===== src/alist_pkg.sv =====
// shared types and constants for the array list core
// no dependencies; imported by every module of the core but alist_ram
package alist_pkg;

    localparam int ALIST_DEPTH = 32;
    localparam int OP_W        = 2;
    localparam int POS_W       = 7;
    localparam int VAL_W       = 32;
    localparam int IN_TDATA_W  = 40;
    localparam int IN_TUSER_W  = 2;
    localparam int OUT_TDATA_W = 40;
    localparam int OUT_TUSER_W = 1;

    typedef enum logic [OP_W-1:0] {
        OP_INSERT = 2'd0,
        OP_DELETE = 2'd1,
        OP_SEARCH = 2'd2,
        OP_DUMP   = 2'd3
    } alist_op_t;

    // controller to datapath
    typedef struct packed {
        logic load;
        logic rd;
        logic wr_shift;
        logic wr_item;
        logic cnt_inc;
        logic cnt_dec;
        logic set_ok;
        logic idx_inc;
        logic out_status;
        logic out_elem;
    } alist_cmd_t;

    // datapath to controller
    typedef struct packed {
        alist_op_t op;
        logic      ins_ok;
        logic      del_ok;
        logic      ins_nomove;
        logic      cnt_zero;
        logic      shift_last;
        logic      scan_last;
        logic      hit;
        logic      out_free;
    } alist_sts_t;

endpackage


===== src/array_list_insert_delete_search_core.sv =====
// top level of the array list core: stream ports, controller and datapath
// depends on alist_pkg, alist_ctrl, alist_dp and alist_ram
//
// Ordered list of up to DEPTH signed 32-bit values held in a simple dual-port
// ram with an element count. Each input transaction is one operation: insert
// at a position (later elements move up), delete at a position (later elements
// move down), search for a value, or dump the whole list. Insert, delete and
// search give one result transaction with status_ok, tlast high and no element;
// a failed insert (position beyond the count or list full), a delete beyond the
// last element and a search miss report status_ok low and leave the list as is.
// A dump gives one transaction per element in list order, tlast on the final
// one; a dump of an empty list gives a single transaction with no element.
// Items are taken one at a time. The store has one registered read port, so
// every element moved, compared or emitted is read first and then written,
// compared or output in a separate state after the read. A finished result
// waits in an output register, so the next item is taken while it is still
// pending on the master side. The store is not cleared at reset; only entries
// below the count are ever read.
module array_list_insert_delete_search_core #(
    parameter int DEPTH = alist_pkg::ALIST_DEPTH  // 2 to 64
) (
    input  logic                                clk,
    input  logic                                rst_n,
    // input transactions
    input  logic                                s_tvalid,
    output logic                                s_tready,
    input  logic [alist_pkg::IN_TDATA_W-1:0]    s_tdata,   // position[6:0], item_value[38:7]
    input  logic [alist_pkg::IN_TUSER_W-1:0]    s_tuser,   // opcode[1:0]
    // result transactions
    output logic                                m_tvalid,
    input  logic                                m_tready,
    output logic [alist_pkg::OUT_TDATA_W-1:0]   m_tdata,   // status_ok[0], element[32:1]
    output logic [alist_pkg::OUT_TUSER_W-1:0]   m_tuser,   // element_valid[0]
    output logic                                m_tlast    // is_last
);
    import alist_pkg::*;

    alist_cmd_t       cmd;
    alist_sts_t       sts;
    logic             out_status_ok;
    logic [VAL_W-1:0] out_element;
    logic             out_element_valid;

    // controller: sequences the element walk of each operation
    alist_ctrl u_ctrl (
        .clk      (clk),
        .rst_n    (rst_n),
        .in_valid (s_tvalid),
        .in_ready (s_tready),
        .sts      (sts),
        .cmd      (cmd)
    );

    // datapath: store, count, walk index and result register
    alist_dp #(
        .DEPTH (DEPTH)
    ) u_dp (
        .clk               (clk),
        .rst_n             (rst_n),
        .cmd               (cmd),
        .sts               (sts),
        .in_op             (alist_op_t'(s_tuser[OP_W-1:0])),
        .in_pos            (s_tdata[POS_W-1:0]),
        .in_val            (s_tdata[POS_W+VAL_W-1:POS_W]),
        .out_ready         (m_tready),
        .out_valid         (m_tvalid),
        .out_status_ok     (out_status_ok),
        .out_element       (out_element),
        .out_element_valid (out_element_valid),
        .out_is_last       (m_tlast)
    );

    // pack result fields, zero pad up to whole bytes
    assign m_tdata = {{(OUT_TDATA_W-VAL_W-1){1'b0}}, out_element, out_status_ok};
    assign m_tuser = out_element_valid;

    // status-only results always close the operation
    a_status_last: assert property (@(posedge clk) disable iff (!rst_n)
        m_tvalid && !m_tuser[0] |-> m_tlast)
        else $error("result without element not marked last");

    // status-only results carry a zero element
    a_status_zero: assert property (@(posedge clk) disable iff (!rst_n)
        m_tvalid && !m_tuser[0] |-> m_tdata[VAL_W:1] == '0)
        else $error("result without element has nonzero element field");

    // dumped elements always report success
    a_elem_ok: assert property (@(posedge clk) disable iff (!rst_n)
        m_tvalid && m_tuser[0] |-> m_tdata[0])
        else $error("dumped element without status_ok");

    // one item at a time: no acceptance in the cycle right after one
    a_one_item: assert property (@(posedge clk) disable iff (!rst_n)
        s_tvalid && s_tready |=> !s_tready)
        else $error("input taken while previous operation still running");

endmodule


===== src/alist_ram.sv =====
// generic simple dual-port ram, one write and one registered read port
// no dependencies
module alist_ram #(
    parameter int WIDTH = 32,
    parameter int DEPTH = 32
) (
    input  logic                     clk,
    input  logic                     we,
    input  logic [$clog2(DEPTH)-1:0] waddr,
    input  logic [WIDTH-1:0]         wdata,
    input  logic                     re,
    input  logic [$clog2(DEPTH)-1:0] raddr,
    output logic [WIDTH-1:0]         rdata
);

    logic [WIDTH-1:0] mem [DEPTH];
    logic [WIDTH-1:0] rdata_reg;

    always_ff @(posedge clk)
    begin
        if (we)
        begin
            mem[waddr] <= wdata;
        end
        if (re)
        begin
            rdata_reg <= mem[raddr];
        end
    end

    assign rdata = rdata_reg;

endmodule


===== src/alist_dp.sv =====
// datapath of the array list core: element store, count, walk index, result register
// depends on alist_pkg and alist_ram
module alist_dp #(
    parameter int DEPTH = alist_pkg::ALIST_DEPTH
) (
    input  logic                          clk,
    input  logic                          rst_n,
    input  alist_pkg::alist_cmd_t         cmd,
    output alist_pkg::alist_sts_t         sts,
    input  alist_pkg::alist_op_t          in_op,
    input  logic [alist_pkg::POS_W-1:0]   in_pos,
    input  logic [alist_pkg::VAL_W-1:0]   in_val,
    input  logic                          out_ready,
    output logic                          out_valid,
    output logic                          out_status_ok,
    output logic [alist_pkg::VAL_W-1:0]   out_element,
    output logic                          out_element_valid,
    output logic                          out_is_last
);
    import alist_pkg::*;

    localparam int AW    = $clog2(DEPTH);
    localparam int CNT_W = $clog2(DEPTH + 1);
    localparam int IW    = CNT_W + 1;

    alist_op_t          op_reg;
    logic [POS_W-1:0]   pos_reg;
    logic [VAL_W-1:0]   val_reg;
    logic [CNT_W-1:0]   cnt_reg, cnt_next;
    logic [CNT_W-1:0]   idx_reg, idx_next;
    logic               ok_reg, ok_next;

    logic               ovalid_reg, ovalid_next;
    logic               ook_reg;
    logic [VAL_W-1:0]   oelem_reg;
    logic               oevalid_reg;
    logic               olast_reg;

    logic [CNT_W-1:0]   rd_idx;
    logic [AW-1:0]      waddr;
    logic [VAL_W-1:0]   wdata;
    logic [VAL_W-1:0]   rdata;
    logic               we;
    logic [POS_W-1:0]   cnt_pos;
    logic [IW-1:0]      idx_w;
    logic [IW-1:0]      cnt_w;

    assign cnt_pos = POS_W'(cnt_reg);
    assign idx_w   = IW'(idx_reg);
    assign cnt_w   = IW'(cnt_reg);

    // neighbor read address depends on the shift direction
    always_comb
    begin
        case (op_reg)
            OP_INSERT: rd_idx = idx_reg - CNT_W'(1);
            OP_DELETE: rd_idx = idx_reg + CNT_W'(1);
            default:   rd_idx = idx_reg;
        endcase
    end

    assign we    = cmd.wr_shift | cmd.wr_item;
    assign waddr = cmd.wr_item ? pos_reg[AW-1:0] : idx_reg[AW-1:0];
    assign wdata = cmd.wr_item ? val_reg : rdata;

    alist_ram #(
        .WIDTH (VAL_W),
        .DEPTH (DEPTH)
    ) u_store (
        .clk   (clk),
        .we    (we),
        .waddr (waddr),
        .wdata (wdata),
        .re    (cmd.rd),
        .raddr (rd_idx[AW-1:0]),
        .rdata (rdata)
    );

    always_comb
    begin
        sts.op         = op_reg;
        sts.ins_ok     = (pos_reg <= cnt_pos) && (cnt_w != IW'(DEPTH));
        sts.del_ok     = pos_reg < cnt_pos;
        sts.ins_nomove = cnt_pos == pos_reg;
        sts.cnt_zero   = cnt_reg == '0;
        sts.scan_last  = (idx_w + IW'(1)) >= cnt_w;
        if (op_reg == OP_INSERT)
        begin
            sts.shift_last = ({1'b0, POS_W'(idx_reg)} == ({1'b0, pos_reg} + (POS_W+1)'(1)));
        end
        else
        begin
            sts.shift_last = (idx_w + IW'(2)) >= cnt_w;
        end
        sts.hit      = rdata == val_reg;
        sts.out_free = !ovalid_reg || out_ready;
    end

    always_comb
    begin
        idx_next = idx_reg;
        if (cmd.load)
        begin
            case (in_op)
                OP_INSERT: idx_next = cnt_reg;
                OP_DELETE: idx_next = CNT_W'(in_pos);
                default:   idx_next = '0;
            endcase
        end
        else if (cmd.wr_shift)
        begin
            idx_next = (op_reg == OP_INSERT) ? idx_reg - CNT_W'(1) : idx_reg + CNT_W'(1);
        end
        else if (cmd.idx_inc)
        begin
            idx_next = idx_reg + CNT_W'(1);
        end
    end

    always_comb
    begin
        cnt_next = cnt_reg;
        if (cmd.cnt_inc)
        begin
            cnt_next = cnt_reg + CNT_W'(1);
        end
        else if (cmd.cnt_dec)
        begin
            cnt_next = cnt_reg - CNT_W'(1);
        end
    end

    always_comb
    begin
        ok_next = ok_reg;
        if (cmd.load)
        begin
            ok_next = 1'b0;
        end
        else if (cmd.set_ok)
        begin
            ok_next = 1'b1;
        end
    end

    always_comb
    begin
        ovalid_next = ovalid_reg;
        if (cmd.out_status || cmd.out_elem)
        begin
            ovalid_next = 1'b1;
        end
        else if (out_ready)
        begin
            ovalid_next = 1'b0;
        end
    end

    always_ff @(posedge clk or negedge rst_n)
    begin
        if (!rst_n)
        begin
            cnt_reg    <= '0;
            ok_reg     <= 1'b0;
            ovalid_reg <= 1'b0;
        end
        else
        begin
            cnt_reg    <= cnt_next;
            ok_reg     <= ok_next;
            ovalid_reg <= ovalid_next;
        end
    end

    always_ff @(posedge clk)
    begin
        idx_reg <= idx_next;
        if (cmd.load)
        begin
            op_reg  <= in_op;
            pos_reg <= in_pos;
            val_reg <= in_val;
        end
        if (cmd.out_status)
        begin
            ook_reg     <= ok_reg;
            oelem_reg   <= '0;
            oevalid_reg <= 1'b0;
            olast_reg   <= 1'b1;
        end
        else if (cmd.out_elem)
        begin
            ook_reg     <= 1'b1;
            oelem_reg   <= rdata;
            oevalid_reg <= 1'b1;
            olast_reg   <= sts.scan_last;
        end
    end

    assign out_valid         = ovalid_reg;
    assign out_status_ok     = ook_reg;
    assign out_element       = oelem_reg;
    assign out_element_valid = oevalid_reg;
    assign out_is_last       = olast_reg;

endmodule


===== src/alist_ctrl.sv =====
// controller state machine of the array list core
// depends on alist_pkg
module alist_ctrl (
    input  logic                  clk,
    input  logic                  rst_n,
    input  logic                  in_valid,
    output logic                  in_ready,
    input  alist_pkg::alist_sts_t sts,
    output alist_pkg::alist_cmd_t cmd
);
    import alist_pkg::*;

    typedef enum logic [3:0] {
        ST_IDLE,
        ST_CHECK,
        ST_SH_RD,
        ST_SH_WR,
        ST_INS_WR,
        ST_DEC,
        ST_SR_RD,
        ST_SR_CMP,
        ST_DP_RD,
        ST_DP_EMIT,
        ST_RESULT
    } state_t;

    state_t state_reg, state_next;

    always_comb
    begin
        cmd        = '0;
        state_next = state_reg;
        case (state_reg)
            ST_IDLE:
            begin
                if (in_valid)
                begin
                    cmd.load   = 1'b1;
                    state_next = ST_CHECK;
                end
            end
            ST_CHECK:
            begin
                case (sts.op)
                    OP_INSERT:
                    begin
                        if (!sts.ins_ok)
                            state_next = ST_RESULT;
                        else if (sts.ins_nomove)
                            state_next = ST_INS_WR;
                        else
                            state_next = ST_SH_RD;
                    end
                    OP_DELETE:
                    begin
                        if (!sts.del_ok)
                            state_next = ST_RESULT;
                        else if (sts.scan_last)
                            state_next = ST_DEC;
                        else
                            state_next = ST_SH_RD;
                    end
                    OP_SEARCH:
                    begin
                        state_next = sts.cnt_zero ? ST_RESULT : ST_SR_RD;
                    end
                    OP_DUMP:
                    begin
                        if (sts.cnt_zero)
                        begin
                            cmd.set_ok = 1'b1;
                            state_next = ST_RESULT;
                        end
                        else
                        begin
                            state_next = ST_DP_RD;
                        end
                    end
                    default: state_next = ST_RESULT;
                endcase
            end
            ST_SH_RD:
            begin
                cmd.rd     = 1'b1;
                state_next = ST_SH_WR;
            end
            ST_SH_WR:
            begin
                cmd.wr_shift = 1'b1;
                if (sts.shift_last)
                    state_next = (sts.op == OP_INSERT) ? ST_INS_WR : ST_DEC;
                else
                    state_next = ST_SH_RD;
            end
            ST_INS_WR:
            begin
                cmd.wr_item = 1'b1;
                cmd.cnt_inc = 1'b1;
                cmd.set_ok  = 1'b1;
                state_next  = ST_RESULT;
            end
            ST_DEC:
            begin
                cmd.cnt_dec = 1'b1;
                cmd.set_ok  = 1'b1;
                state_next  = ST_RESULT;
            end
            ST_SR_RD:
            begin
                cmd.rd     = 1'b1;
                state_next = ST_SR_CMP;
            end
            ST_SR_CMP:
            begin
                if (sts.hit)
                begin
                    cmd.set_ok = 1'b1;
                    state_next = ST_RESULT;
                end
                else
                begin
                    cmd.idx_inc = 1'b1;
                    state_next  = sts.scan_last ? ST_RESULT : ST_SR_RD;
                end
            end
            ST_DP_RD:
            begin
                cmd.rd     = 1'b1;
                state_next = ST_DP_EMIT;
            end
            ST_DP_EMIT:
            begin
                if (sts.out_free)
                begin
                    cmd.out_elem = 1'b1;
                    cmd.idx_inc  = 1'b1;
                    state_next   = sts.scan_last ? ST_IDLE : ST_DP_RD;
                end
            end
            ST_RESULT:
            begin
                if (sts.out_free)
                begin
                    cmd.out_status = 1'b1;
                    state_next     = ST_IDLE;
                end
            end
            default: state_next = ST_IDLE;
        endcase
    end

    always_ff @(posedge clk or negedge rst_n)
    begin
        if (!rst_n)
        begin
            state_reg <= ST_IDLE;
        end
        else
        begin
            state_reg <= state_next;
        end
    end

    assign in_ready = state_reg == ST_IDLE;

endmodule

===== config.mk =====
export PLATFORM = sky130hd
export DESIGN_NAME = array_list_insert_delete_search_core
export DESIGN_NICKNAME = d
export VERILOG_FILES = /design/src/alist_pkg.sv /design/src/array_list_insert_delete_search_core.sv /design/src/alist_ram.sv /design/src/alist_dp.sv /design/src/alist_ctrl.sv
export SDC_FILE = /design/constraint.sdc
export NUM_CORES = 2
export LEC_CHECK = 0
export BUFFER_PORTS_ARGS = -buffer_cell sky130_fd_sc_hd__buf_2
export CORE_ASPECT_RATIO = 0.6
export CORE_UTILIZATION = 40
export DETAILED_ROUTE_END_ITERATION = 8
export SYNTH_ARGS = -nofsm -noshare
export SYNTH_HDL_FRONTEND = slang
export SYNTH_SLANG_ARGS = --single-unit

===== constraint.sdc =====
create_clock -name clk -period 4.3 [get_ports clk]
set_clock_uncertainty 0.1 [all_clocks]
set_input_delay 0.645 -clock clk [delete_from_list [all_inputs] [get_ports clk]]
set_output_delay 0.645 -clock clk [all_outputs]
set_load 0.05 [all_outputs]

==> impl_metrics.yaml <==
status:
  run_status: "completed"
placement:
  place_congestion: 0.8330
  numPortBuffers: 81
  hpwl_um: 83680
  dp_worst_setup_slack_ps: 548.3
yosys:
  yosysTopAreaCell: "edfxtp_1"
  synth_most_common_cell: "edfxtp_1"
  yosys_warnings: 0
  yosysSeqAreaShare: 0.6905
  synth_cells: 3422
  synth_top_area_frac: 0.6707
  avgSynthCellArea_um2: 14.45
  synthTopCellsByArea: "edfxtp_1, mux2i_1, mux4_2, nand2_1, a21oi_1"
  synth.cell_area_mm2: 0.04943
  yosys-top-cells-count: "edfxtp_1, nand2_1, a21oi_1, mux2i_1, clkbuf_1"
  synth_edf_count: 1104
  ys_seq_elements: 1150
  synthFlopType: "edfxtp_1"
  synthArstFlopShare: 0.01043
  yosysUniqueCellTypes: 78
timing:
  hold_viol: 0
  min_period_ps: 3836
  fin_ws_ps: 464.0
  slew_violations: 0
  fmax_mhz: 260.7
  rsz0062_at_grt: "no"
  relSlewSlack: 0.1980
  setup-tns-final_ps: 0
  setup_viol_count_final: 0
  worst_pin_slew_ps: 1200
  layout_worst_path_cycle_share: 0.8921
clock_tree:
  htreeDepth: 3
  cts_buffer_depth: 3
  cts-resized-gates: 0
  cts_tree: "done"
  cts_root_buf: "clkbuf_16"
  cts.sink_count: 1150
  clkSlewWorstSetupHoldPaths_ps: 70
  clk_latency_ps: 720
  numCtsBuffers: 99
finish:
  regArea_mm2: 0.03413
  drive_above_1_share: 0.1547
  top_register: "u_dp.u_store.mem"
  fill_cells: 10481
  largest_reg_flops: 1024
  multi_input_area_mm2: 0.01454
  area_delta_synth_final_pct: 14.37
  antenna_cells: 0
  nets: 3624
setup_path:
  crit_cells: 10
  critPathBufInv: 2
  max_stage_delay_ps: 630
  critPathTopFamily: "compound AO/OA/AOI/OAI gates"
  path_class: "register to register"
  cp-start-kind: "register"
  path_cells: "inv_1, ha_1, xor2_4, o21ai_4, buf_4, mux2_1, a2111oi_0, nor3_1, a21oi_1, nand3_1"
  crit_required_ps: 4640
  path_max_fanout: 9
  crit_arrival_ps: 4180
  reg2reg_depth: 10
  endpoint_kind: "register"
  slowest_stage: "a2111oi_0"
detailed_routing:
  routed_wl_um: 138200
  ant_nets: 0
  drt_iter0_markers: 3557
  vias_per_cell: 5.871
  wl_per_cell_um: 26.33
  first_pass_iters: 6
  drc: 0
  vias: 30819
floorplanning:
  die_h_um: 274.3
  die_area_mm2: 0.1250
  floorplan.die.width_um: 455.8
  start_util: 0.4051
  coreArea_mm2: 0.1220
  row_count: 99
  io_pins: 90
global_route:
  globalRoute.busiestLayer: "met1"
  use_met3: 0.03489
  antenna_found_initial: 1
  grt_max_degree: 92
  grt_pass1_vias: 29102
  grt_first_pass_wirelength_um: 200700
  use_met1: 0.3436
  grt_usage: 0.2175
  grt_overflow: 0
  use_met2: 0.3102
power_and_ir_drop:
  leakagePower_nw: 18.93
  peakVddDrop_mv: 0.6413
  power.density_mw_per_mm2: 779.5
min_path:
  hold_depth: 1
  hold_class: "primary input to register"
flow_run:
  maxCapViolations: 0
==> path summary, 6_finish.rpt <==
kind                                             startpoint                          endpoint  slack [ps]
setup / recovery                  u_dp.idx_reg[0]$_DFFE_PP_  u_dp.u_store.rdata[16]$_DFFE_PP_         460
hold / removal                                   s_tdata[3]         u_dp.pos_reg[3]$_DFFE_PP_          50
setup reg to reg                  u_dp.idx_reg[0]$_DFFE_PP_  u_dp.u_store.rdata[16]$_DFFE_PP_         460
hold reg to reg            u_dp.out_element[7]$_SDFFE_PP0P_  u_dp.out_element[7]$_SDFFE_PP0P_         350
max in group asynchronous                             rst_n        u_dp.out_valid$_DFFE_PN0P_        3620
min in group asynchronous                             rst_n       u_dp.cnt_reg[2]$_DFFE_PN0P_         240
==> placed cells by master, fill, tap and decap left out, types with 31 or more instances in the layout <==
master,instances
a22oi_1,31
o41ai_1,31
buf_12,51
dlygate4sd3_1,36
mux2i_1,235
nor3_1,38
mux4_2,99
xor2_1,42
dfxtp_1,34
a21oi_1,265
o22ai_1,64
nand3_1,106
nor2_4,38
a211oi_1,66
buf_2,81
nor2_1,62
edfxtp_1,1104
and3_1,36
buf_4,87
nand2_1,510
clkbuf_16,99
o21ai_0,88
nor2b_1,35
mux2_2,34
==> stage by stage <==
step                      hold slack (ps)  utilization  cell area [um2]  instances  power (mW)
after floorplan                     249.4            -            49450       3428       27.53
after global placement              340.9       0.4331            52840       5028       34.49
after detailed placement            344.7       0.4331            52840       5028       34.74
after CTS                           7.711       0.4634            56540       5249       44.04
after global routing                26.79       0.4634            56540       5249       45.89
final                               45.44       0.4634            56540       5249       44.07
==> where the power goes <==
part           internal, mW  switching (mW)
registers              15.0           0.736
clock network          5.16            4.18
logic                  6.27            12.7
total                  26.5            17.6
==> cell families after synthesis <==
| kind of cell | synth area share |
|---|---|
| AOI/OAI and AO/OA | 0.08226 |
| xor gates and xnor gates | 0.01131 |
| adders and majority gates | 0.007492 |
| buffers and inverters | 0.02319 |
| DFF | 0.6905 |
| muxes | 0.1073 |
| other | 0.00007586 |
| and+or+nand+nor | 0.07781 |
==> cell type report <==
type | count | share of cell area
Timing Repair Buffer | 255 | 0.04315
Clock inverter | 62 | 0.01321
Tap cell | 1616 | 0.03576
Multi-Input combinational cell | 2026 | 0.2572
Clock buffer | 123 | 0.04577
Inverter | 17 | 0.001129
Sequential cell | 1150 | 0.6037
==> routing by layer <==
| metal | wire length (um) | part of all wire | up-vias |
|---|---|---|---|
| li1 | - | - | 13474 |
| met1 | 65090 | 0.47 | 15747 |
| met3 | 12270 | 0.089 | 163 |
| met4 | 2467 | 0.018 | 2 |
| met2 | 58360 | 0.42 | 1433 |
| met5 | 13 | 0.000094 | - |
==> repair_timing <==
action,in CTS,in global routing
setup buffers,0,0
endpoints found under the hold margin,47,0
hold buffers,36,0
No activity file was read; power rests on OpenSTA's default activity.
